### config.mk
export PLATFORM = sky130hd
export DESIGN_NAME = alu_8bit_with_flags
export DESIGN_NICKNAME = d
export VERILOG_FILES = /design/src/alu8_pkg.sv /design/src/alu_8bit_with_flags.sv
export SDC_FILE = /design/constraint.sdc
export NUM_CORES = 1
export LEC_CHECK = 0
export BUFFER_PORTS_ARGS = -buffer_cell sky130_fd_sc_hd__buf_2
export CAP_MARGIN = 20
export CORE_UTILIZATION = 24
export DETAILED_ROUTE_END_ITERATION = 8
export PLACE_DENSITY_LB_ADDON = 0.2
export SYNTH_ARGS = -nofsm -noshare
export SYNTH_HDL_FRONTEND = slang
export SYNTH_SLANG_ARGS = --single-unit
### constraint.sdc
create_clock -name aclk -period 5.45 [get_ports aclk]
set_clock_uncertainty 0.05 [all_clocks]
set_input_delay 0.545 -clock aclk [delete_from_list [all_inputs] [get_ports aclk]]
set_output_delay 0.545 -clock aclk [all_outputs]
set_load 0.02 [all_outputs]
### src/alu8_pkg.sv
// types, operation codes and the flag evaluation function for the 8-bit alu
package alu8_pkg;

    localparam int DATA_W = 8;

    localparam logic [3:0] FN_MOV  = 4'd0;
    localparam logic [3:0] FN_INC  = 4'd1;
    localparam logic [3:0] FN_INCC = 4'd2;
    localparam logic [3:0] FN_DEC  = 4'd3;
    localparam logic [3:0] FN_DECC = 4'd4;
    localparam logic [3:0] FN_ADD  = 4'd5;
    localparam logic [3:0] FN_ADC  = 4'd6;
    localparam logic [3:0] FN_SUB  = 4'd7;
    localparam logic [3:0] FN_SBC  = 4'd8;
    localparam logic [3:0] FN_AND  = 4'd9;
    localparam logic [3:0] FN_OR   = 4'd10;
    localparam logic [3:0] FN_XOR  = 4'd11;
    localparam logic [3:0] FN_RR   = 4'd12;
    localparam logic [3:0] FN_RL   = 4'd13;
    localparam logic [3:0] FN_RRC  = 4'd14;
    localparam logic [3:0] FN_RLC  = 4'd15;

    typedef struct packed {
        logic              carry_in;
        logic [DATA_W-1:0] operand;
        logic [DATA_W-1:0] acc;
        logic [3:0]        func;
    } alu_in_t;

    typedef struct packed {
        logic              carry_flag;
        logic              subtract_flag;
        logic              parity_overflow;
        logic              half_flag;
        logic              zero_flag;
        logic              sign_flag;
        logic [DATA_W-1:0] result;
    } alu_out_t;

    function automatic alu_out_t alu_eval(input alu_in_t op);
        alu_out_t          r;
        logic [DATA_W:0]   wide;
        logic [DATA_W-1:0] d;
        logic [DATA_W:0]   a9;
        logic [DATA_W:0]   b9;
        logic [DATA_W:0]   c9;
        logic              c;
        logic              n;
        logic              pv;
        logic              sa;
        logic              sb;
        logic              sd;
        a9   = {1'b0, op.acc};
        b9   = {1'b0, op.operand};
        c9   = {{DATA_W{1'b0}}, op.carry_in};
        wide = '0;
        d    = '0;
        c    = 1'b0;
        n    = 1'b0;
        sa   = op.acc[DATA_W-1];
        sb   = op.operand[DATA_W-1];
        case (op.func)
            FN_INC:  wide = b9 + {{DATA_W{1'b0}}, 1'b1};
            FN_INCC: wide = b9 + c9;
            FN_DEC:  wide = b9 - {{DATA_W{1'b0}}, 1'b1};
            FN_DECC: wide = b9 - c9;
            FN_ADD:  wide = a9 + b9;
            FN_ADC:  wide = a9 + b9 + c9;
            FN_SUB:  wide = a9 - b9;
            FN_SBC:  wide = a9 - b9 - c9;
            default: wide = '0;
        endcase
        sd = wide[DATA_W-1];
        pv = 1'b0;
        case (op.func)
            FN_MOV:  d = op.operand;
            FN_INC, FN_INCC: begin
                d  = wide[DATA_W-1:0];
                c  = wide[DATA_W];
                pv = sb ^ sd;
            end
            FN_DEC, FN_DECC: begin
                d  = wide[DATA_W-1:0];
                c  = wide[DATA_W];
                n  = 1'b1;
                pv = sb ^ sd;
            end
            FN_ADD, FN_ADC: begin
                d  = wide[DATA_W-1:0];
                c  = wide[DATA_W];
                pv = ~(sa ^ sb) & (sa ^ sd);
            end
            FN_SUB, FN_SBC: begin
                d  = wide[DATA_W-1:0];
                c  = wide[DATA_W];
                n  = 1'b1;
                pv = (sa ^ sb) & (sa ^ sd);
            end
            FN_AND:  d = op.acc & op.operand;
            FN_OR:   d = op.acc | op.operand;
            FN_XOR:  d = op.acc ^ op.operand;
            FN_RR: begin
                d = {op.carry_in, op.operand[DATA_W-1:1]};
                c = op.operand[0];
            end
            FN_RL: begin
                d = {op.operand[DATA_W-2:0], op.carry_in};
                c = op.operand[DATA_W-1];
            end
            FN_RRC: begin
                d = {op.operand[0], op.operand[DATA_W-1:1]};
                c = op.operand[0];
            end
            default: begin
                d = {op.operand[DATA_W-2:0], op.operand[DATA_W-1]};
                c = op.operand[DATA_W-1];
            end
        endcase
        // logic, move and rotates report even parity instead of overflow
        case (op.func)
            FN_INC, FN_INCC, FN_DEC, FN_DECC,
            FN_ADD, FN_ADC, FN_SUB, FN_SBC: r.parity_overflow = pv;
            default:                        r.parity_overflow = ~(^d);
        endcase
        r.result        = d;
        r.sign_flag     = d[DATA_W-1];
        r.zero_flag     = (d == '0);
        r.half_flag     = 1'b0;
        r.subtract_flag = n;
        r.carry_flag    = c;
        return r;
    endfunction

endpackage

### src/alu_8bit_with_flags.sv
// 8-bit alu with z80 style flags, input register and result register
//
// input channel s_axis_*: one operation per transfer (function code,
// accumulator, operand, carry in). result channel m_axis_*: one result byte
// with its six flags per transfer, in the order the operations came in.
// the operation is captured in an input register, evaluated by one level of
// combinational add/logic/rotate logic, and the result lands in the output
// register. throughput is one operation per cycle while m_axis_tready is high;
// each of the two register stages advances whenever the one after it is empty
// or being drained.
// when the receiver holds m_axis_tready low the output register holds its
// result stable, the input register fills, and s_axis_tready drops after at
// most one more transfer; nothing is lost or repeated.
// reset (aresetn low at a clock edge) empties both stages; the data registers
// need no reset, so the first operation after reset is handled like any other.
module alu_8bit_with_flags (
    input  logic        aclk,
    input  logic        aresetn,
    input  logic        s_axis_tvalid,
    output logic        s_axis_tready,
    // func[3:0], acc[11:4], operand[19:12], carry_in[20], zero fill [23:21]
    input  logic [23:0] s_axis_tdata,
    output logic        m_axis_tvalid,
    input  logic        m_axis_tready,
    // result[7:0], sign_flag[8], zero_flag[9], half_flag[10],
    // parity_overflow[11], subtract_flag[12], carry_flag[13], zero fill [15:14]
    output logic [15:0] m_axis_tdata
);
    import alu8_pkg::*;

    logic     in_valid_reg;
    logic     out_valid_reg;
    alu_in_t  in_data_reg;
    alu_out_t out_data_reg;
    alu_out_t out_data_next;
    logic     out_load;
    logic     in_load;

    assign out_load      = ~out_valid_reg | m_axis_tready;
    assign in_load       = ~in_valid_reg | out_load;
    assign s_axis_tready = in_load;

    assign out_data_next = alu_eval(in_data_reg);

    always_ff @(posedge aclk) begin
        if (!aresetn) begin
            in_valid_reg  <= 1'b0;
            out_valid_reg <= 1'b0;
        end else begin
            if (in_load) begin
                in_valid_reg <= s_axis_tvalid;
            end
            if (out_load) begin
                out_valid_reg <= in_valid_reg;
            end
        end
    end

    always_ff @(posedge aclk) begin
        if (in_load && s_axis_tvalid) begin
            in_data_reg <= alu_in_t'(s_axis_tdata[$bits(alu_in_t)-1:0]);
        end
        if (out_load && in_valid_reg) begin
            out_data_reg <= out_data_next;
        end
    end

    assign m_axis_tvalid = out_valid_reg;
    assign m_axis_tdata  = {{(16 - $bits(alu_out_t)){1'b0}}, out_data_reg};

endmodule
==> results.py <==
metrics = {
    "min_path": {
        "min-delay-start": "s_axis_tdata[13]",
        "hp-class": "in2reg",
        "whs_endpoint": "in_data_reg[13]$_DFFE_PP_",
        "holdPathStages": 1,
    },
    "logic_synthesis": {
        "synth_common_cells": "nand2_1, nor2_1, ha_1, a21oi_1, o21ai_0",
        "yosysSeqAreaShare_pct": 25.4,
        "synth.distinct_cells": 76,
        "avgSynthCellArea_um2": 8.07,
        "yosys_warnings": 0,
        "ys_async_sr_fraction_pct": 0,
        "yosysTopAreaCell": "edfxtp_1",
        "synth_ff_type": "edfxtp_1",
        "yosysTopAreaCellShare_pct": 24.4,
        "syn_area_um2": 4060,
        "syn_inst": 503,
        "synth_seq_cells": 35,
        "synthTopCellsByArea": "edfxtp_1, ha_1, nand2_1",
        "synth-edff-count": 33,
    },
    "clock_network": {
        "clkSlewWorstSetupHoldPaths_ps": 60,
        "worstSkewPairLatency_ps": 300,
        "cts_root_buffer": "clkbuf_16",
        "clk_path_buf_depth": 2,
        "cts_tree": "yes",
        "cts_buffers": 5,
        "cts.sinks": 35,
        "h-tree-depth": 2,
        "postCtsSetupBuffers": 0,
        "cts_hold_buffers": 0,
        "cts_resized": 0,
    },
    "timing": {
        "max_freq_ghz": 0.215,
        "worst_slew_pin_slew_ps": 1020,
        "slew_violations": 0,
        "fin_crit_sh_pct": 85.4,
        "setup_viol": 0,
        "setup-tns-final_ps": 0,
        "rsz0062_at_grt": "false",
        "min_period_ps": 4650,
        "timing.final.ws_setup_ps": 797,
        "timing.slew.headroom_pct": 31.8,
        "hold_viol_final": 0,
    },
    "cells_and_area": {
        "post_route_cells_drive_above_1_share_pct": 15.4,
        "nets": 607,
        "antennaDiodeCount": 0,
        "syn_to_final_growth_pct": 15.3,
        "largest_register_ffs": 21,
    },
    "power": {
        "switching_power_mw": 0.380,
        "combinationalPowerShare_pct": 38.4,
        "pwr_density_cell_nw_per_um2": 216,
        "peakVddDrop_v": 0.000131,
        "p_leak_nw": 1.82,
        "p_seq_share_pct": 32.6,
        "swShare_pct": 37.5,
        "pwr-share-clk_pct": 28.9,
        "p_int_mw": 0.633,
    },
    "global_route": {
        "use_met1_pct": 20.5,
        "grtUsageTotal_pct": 16.0,
        "grt.met3_usage_pct": 3.08,
        "grt_pass1_wl_mm": 21.7,
        "grt_max_degree": 39,
        "overflow": 0,
        "grt_antenna_before_repair": 0,
        "grtUsageMet2_pct": 26.0,
        "busiest_layer": "met2",
        "first_global_vias": 3931,
    },
    "worst_setup_path": {
        "cp-start-kind": "register",
        "r2r_slack_ps": 800,
        "rr_startpoint": "in_data_reg[12]$_DFFE_PP_",
        "arrival_ps": 4640,
        "cp_max_fo": 9,
        "criticalPathCategory": "reg2reg",
        "r2r_end": "m_axis_tdata[11]$_DFFE_PP_",
        "reg2regPathDepth": 17,
        "worstPathRequired_ps": 5440,
        "endpoint_kind": "register",
    },
    "status": {
        "status": "complete, no violations",
    },
    "placement": {
        "post-place-ws_ps": 823,
        "port_buffers": 39,
        "gp_congestion": 0.901,
        "place.detailed.hpwl_mm": 10.5,
    },
    "routing": {
        "ant_nets": 0,
        "num_vias": 3977,
        "wl_per_cell_um": 17.7,
        "dr.pass1.iters": 5,
        "detail_route.iter0.violations": 316,
        "routed_wl_mm": 13.5,
        "avgViaCountPerCell": 5.25,
        "drc": 0,
    },
    "job": {
        "drv_cap": 0,
    },
    "floorplan": {
        "chipHeight_um": 132,
        "ios": 46,
        "chipWidth_um": 132,
        "start_util_pct": 24.6,
        "fp.coreArea_um2": 16500,
        "die-area_um2": 17400,
        "core.rowCount": 47,
    },
}
-- through the flow --
stage / cell area (um^2) / std cells / hold WS (ps) / power, mW / util (%)
final: 4680 / 758 / 364 / 1.01 / 28.3
after global routing: 4680 / 758 / 361 / 1.07 / 28.3
after CTS: 4650 / 757 / 356 / 1.02 / 28.1
after floorplan: 4070 / 505 / 427 / 0.610 / -
after detailed placement: 4510 / 749 / 450 / 0.718 / 27.3
after global placement: 4510 / 749 / 437 / 0.716 / 27.3
-- how the worst max path moves through the flow --
stage	from	to	slack (ps)	cells after the start
after global placement	in_data_reg[12]$_DFFE_PP_	m_axis_tdata[11]$_DFFE_PP_	850	17
final	in_data_reg[12]$_DFFE_PP_	m_axis_tdata[11]$_DFFE_PP_	800	17
after global routing	in_data_reg[12]$_DFFE_PP_	m_axis_tdata[11]$_DFFE_PP_	460	17
after floorplan	in_data_reg[0]$_DFFE_PP_	m_axis_tdata[11]$_DFFE_PP_	600	21
after detailed placement	in_data_reg[12]$_DFFE_PP_	m_axis_tdata[11]$_DFFE_PP_	820	17
after CTS	in_data_reg[12]$_DFFE_PP_	m_axis_tdata[11]$_DFFE_PP_	770	17
-- cell families after synthesis --
| logic type | after synthesis | synth area share (%) |
|---|---|---|
| and+or+nand+nor | 178 | 21.0 |
| AOI/OAI and AO/OA | 156 | 26.6 |
| buffers and inverters | 58 | 6.20 |
| adders and majority gates | 42 | 13.5 |
| DFF | 35 | 25.4 |
| xor gates and xnor gates | 30 | 6.48 |
| muxes | 3 | 0.740 |
| other | 1 | 0.0924 |
-- power groups by stage --
| stage | combinational, mW | clock, mW | sequential, mW |
|---|---|---|---|
| 2_1_floorplan | 0.265 | 0 | 0.345 |
| 3_3_place_gp | 0.379 | 0 | 0.337 |
| 3_5_place_dp | 0.380 | 0 | 0.337 |
| 4_1_cts | 0.382 | 0.303 | 0.331 |
| 5_1_grt | 0.426 | 0.310 | 0.333 |
| 6_report | 0.389 | 0.293 | 0.331 |
-- layout make-up --
cell class / instances / area, um^2
Clock buffer: 5 / 125
Sequential cell: 35 / 1030
Timing Repair Buffer: 56 / 343
Tap cell: 220 / 275
Multi-Input combinational cell: 412 / 2780
Fill cell: 1788 / 11800
Clock inverter: 3 / 20.0
Inverter: 27 / 101
-- worst max-delay path, stage by stage (launching register included) --
cell,delay [ps]
edfxtp_1,570
ha_1,340
fa_1,450
a211oi_2,410
nor2_1,110
xnor2_1,340
o2111ai_1,220
a21oi_1,230
xnor2_1,140
nor2_1,80
a211oi_2,320
a31o_1,200
ha_1,230
xnor2_1,220
xnor2_1,140
nor3_1,60
a211oi_1,190
mux2i_1,100
-- cells in the final DEF (no fill, tap or decap), types with 3 or more instances in the layout --
| cell type | netlist | final |
|---|---|---|
| nor3_1 | 16 | 16 |
| nand4_1 | 5 | 5 |
| nor2_1 | 53 | 53 |
| mux2i_1 | 3 | 3 |
| o21ai_1 | 6 | 6 |
| ha_1 | 39 | 39 |
| conb_1 | 1 | 3 |
| inv_1 | 26 | 26 |
| o22ai_1 | 12 | 12 |
| o311ai_2 | 3 | 3 |
| a21oi_1 | 34 | 34 |
| xor2_1 | 8 | 8 |
| nand2_1 | 53 | 53 |
| a211oi_1 | 8 | 8 |
| nand3_1 | 15 | 15 |
| nand2b_1 | 6 | 6 |
| clkbuf_16 | 0 | 5 |
| buf_4 | 6 | 16 |
| and2_1 | 4 | 4 |
| edfxtp_1 | 33 | 33 |
| a22o_1 | 4 | 4 |
| nor2b_1 | 8 | 8 |
| fa_1 | 3 | 3 |
| a21o_1 | 3 | 3 |
| o21a_1 | 4 | 4 |
| a211o_1 | 3 | 3 |
| a22oi_1 | 4 | 4 |
| buf_2 | 3 | 39 |
| o21ai_0 | 34 | 34 |
| a31oi_1 | 6 | 6 |
| o31ai_1 | 3 | 3 |
| xnor2_1 | 22 | 22 |
| and3_1 | 3 | 3 |
| o211ai_1 | 3 | 3 |
-- metal layers --
layer / up-vias / part of all wire, %
li1: 1902 / -
met1: 1917 / 45
met2: 131 / 46
met3: 27 / 5.7
met4: 0 / 3.0
met5: - / 0
Note: power is estimated with default switching activity, not from simulation.
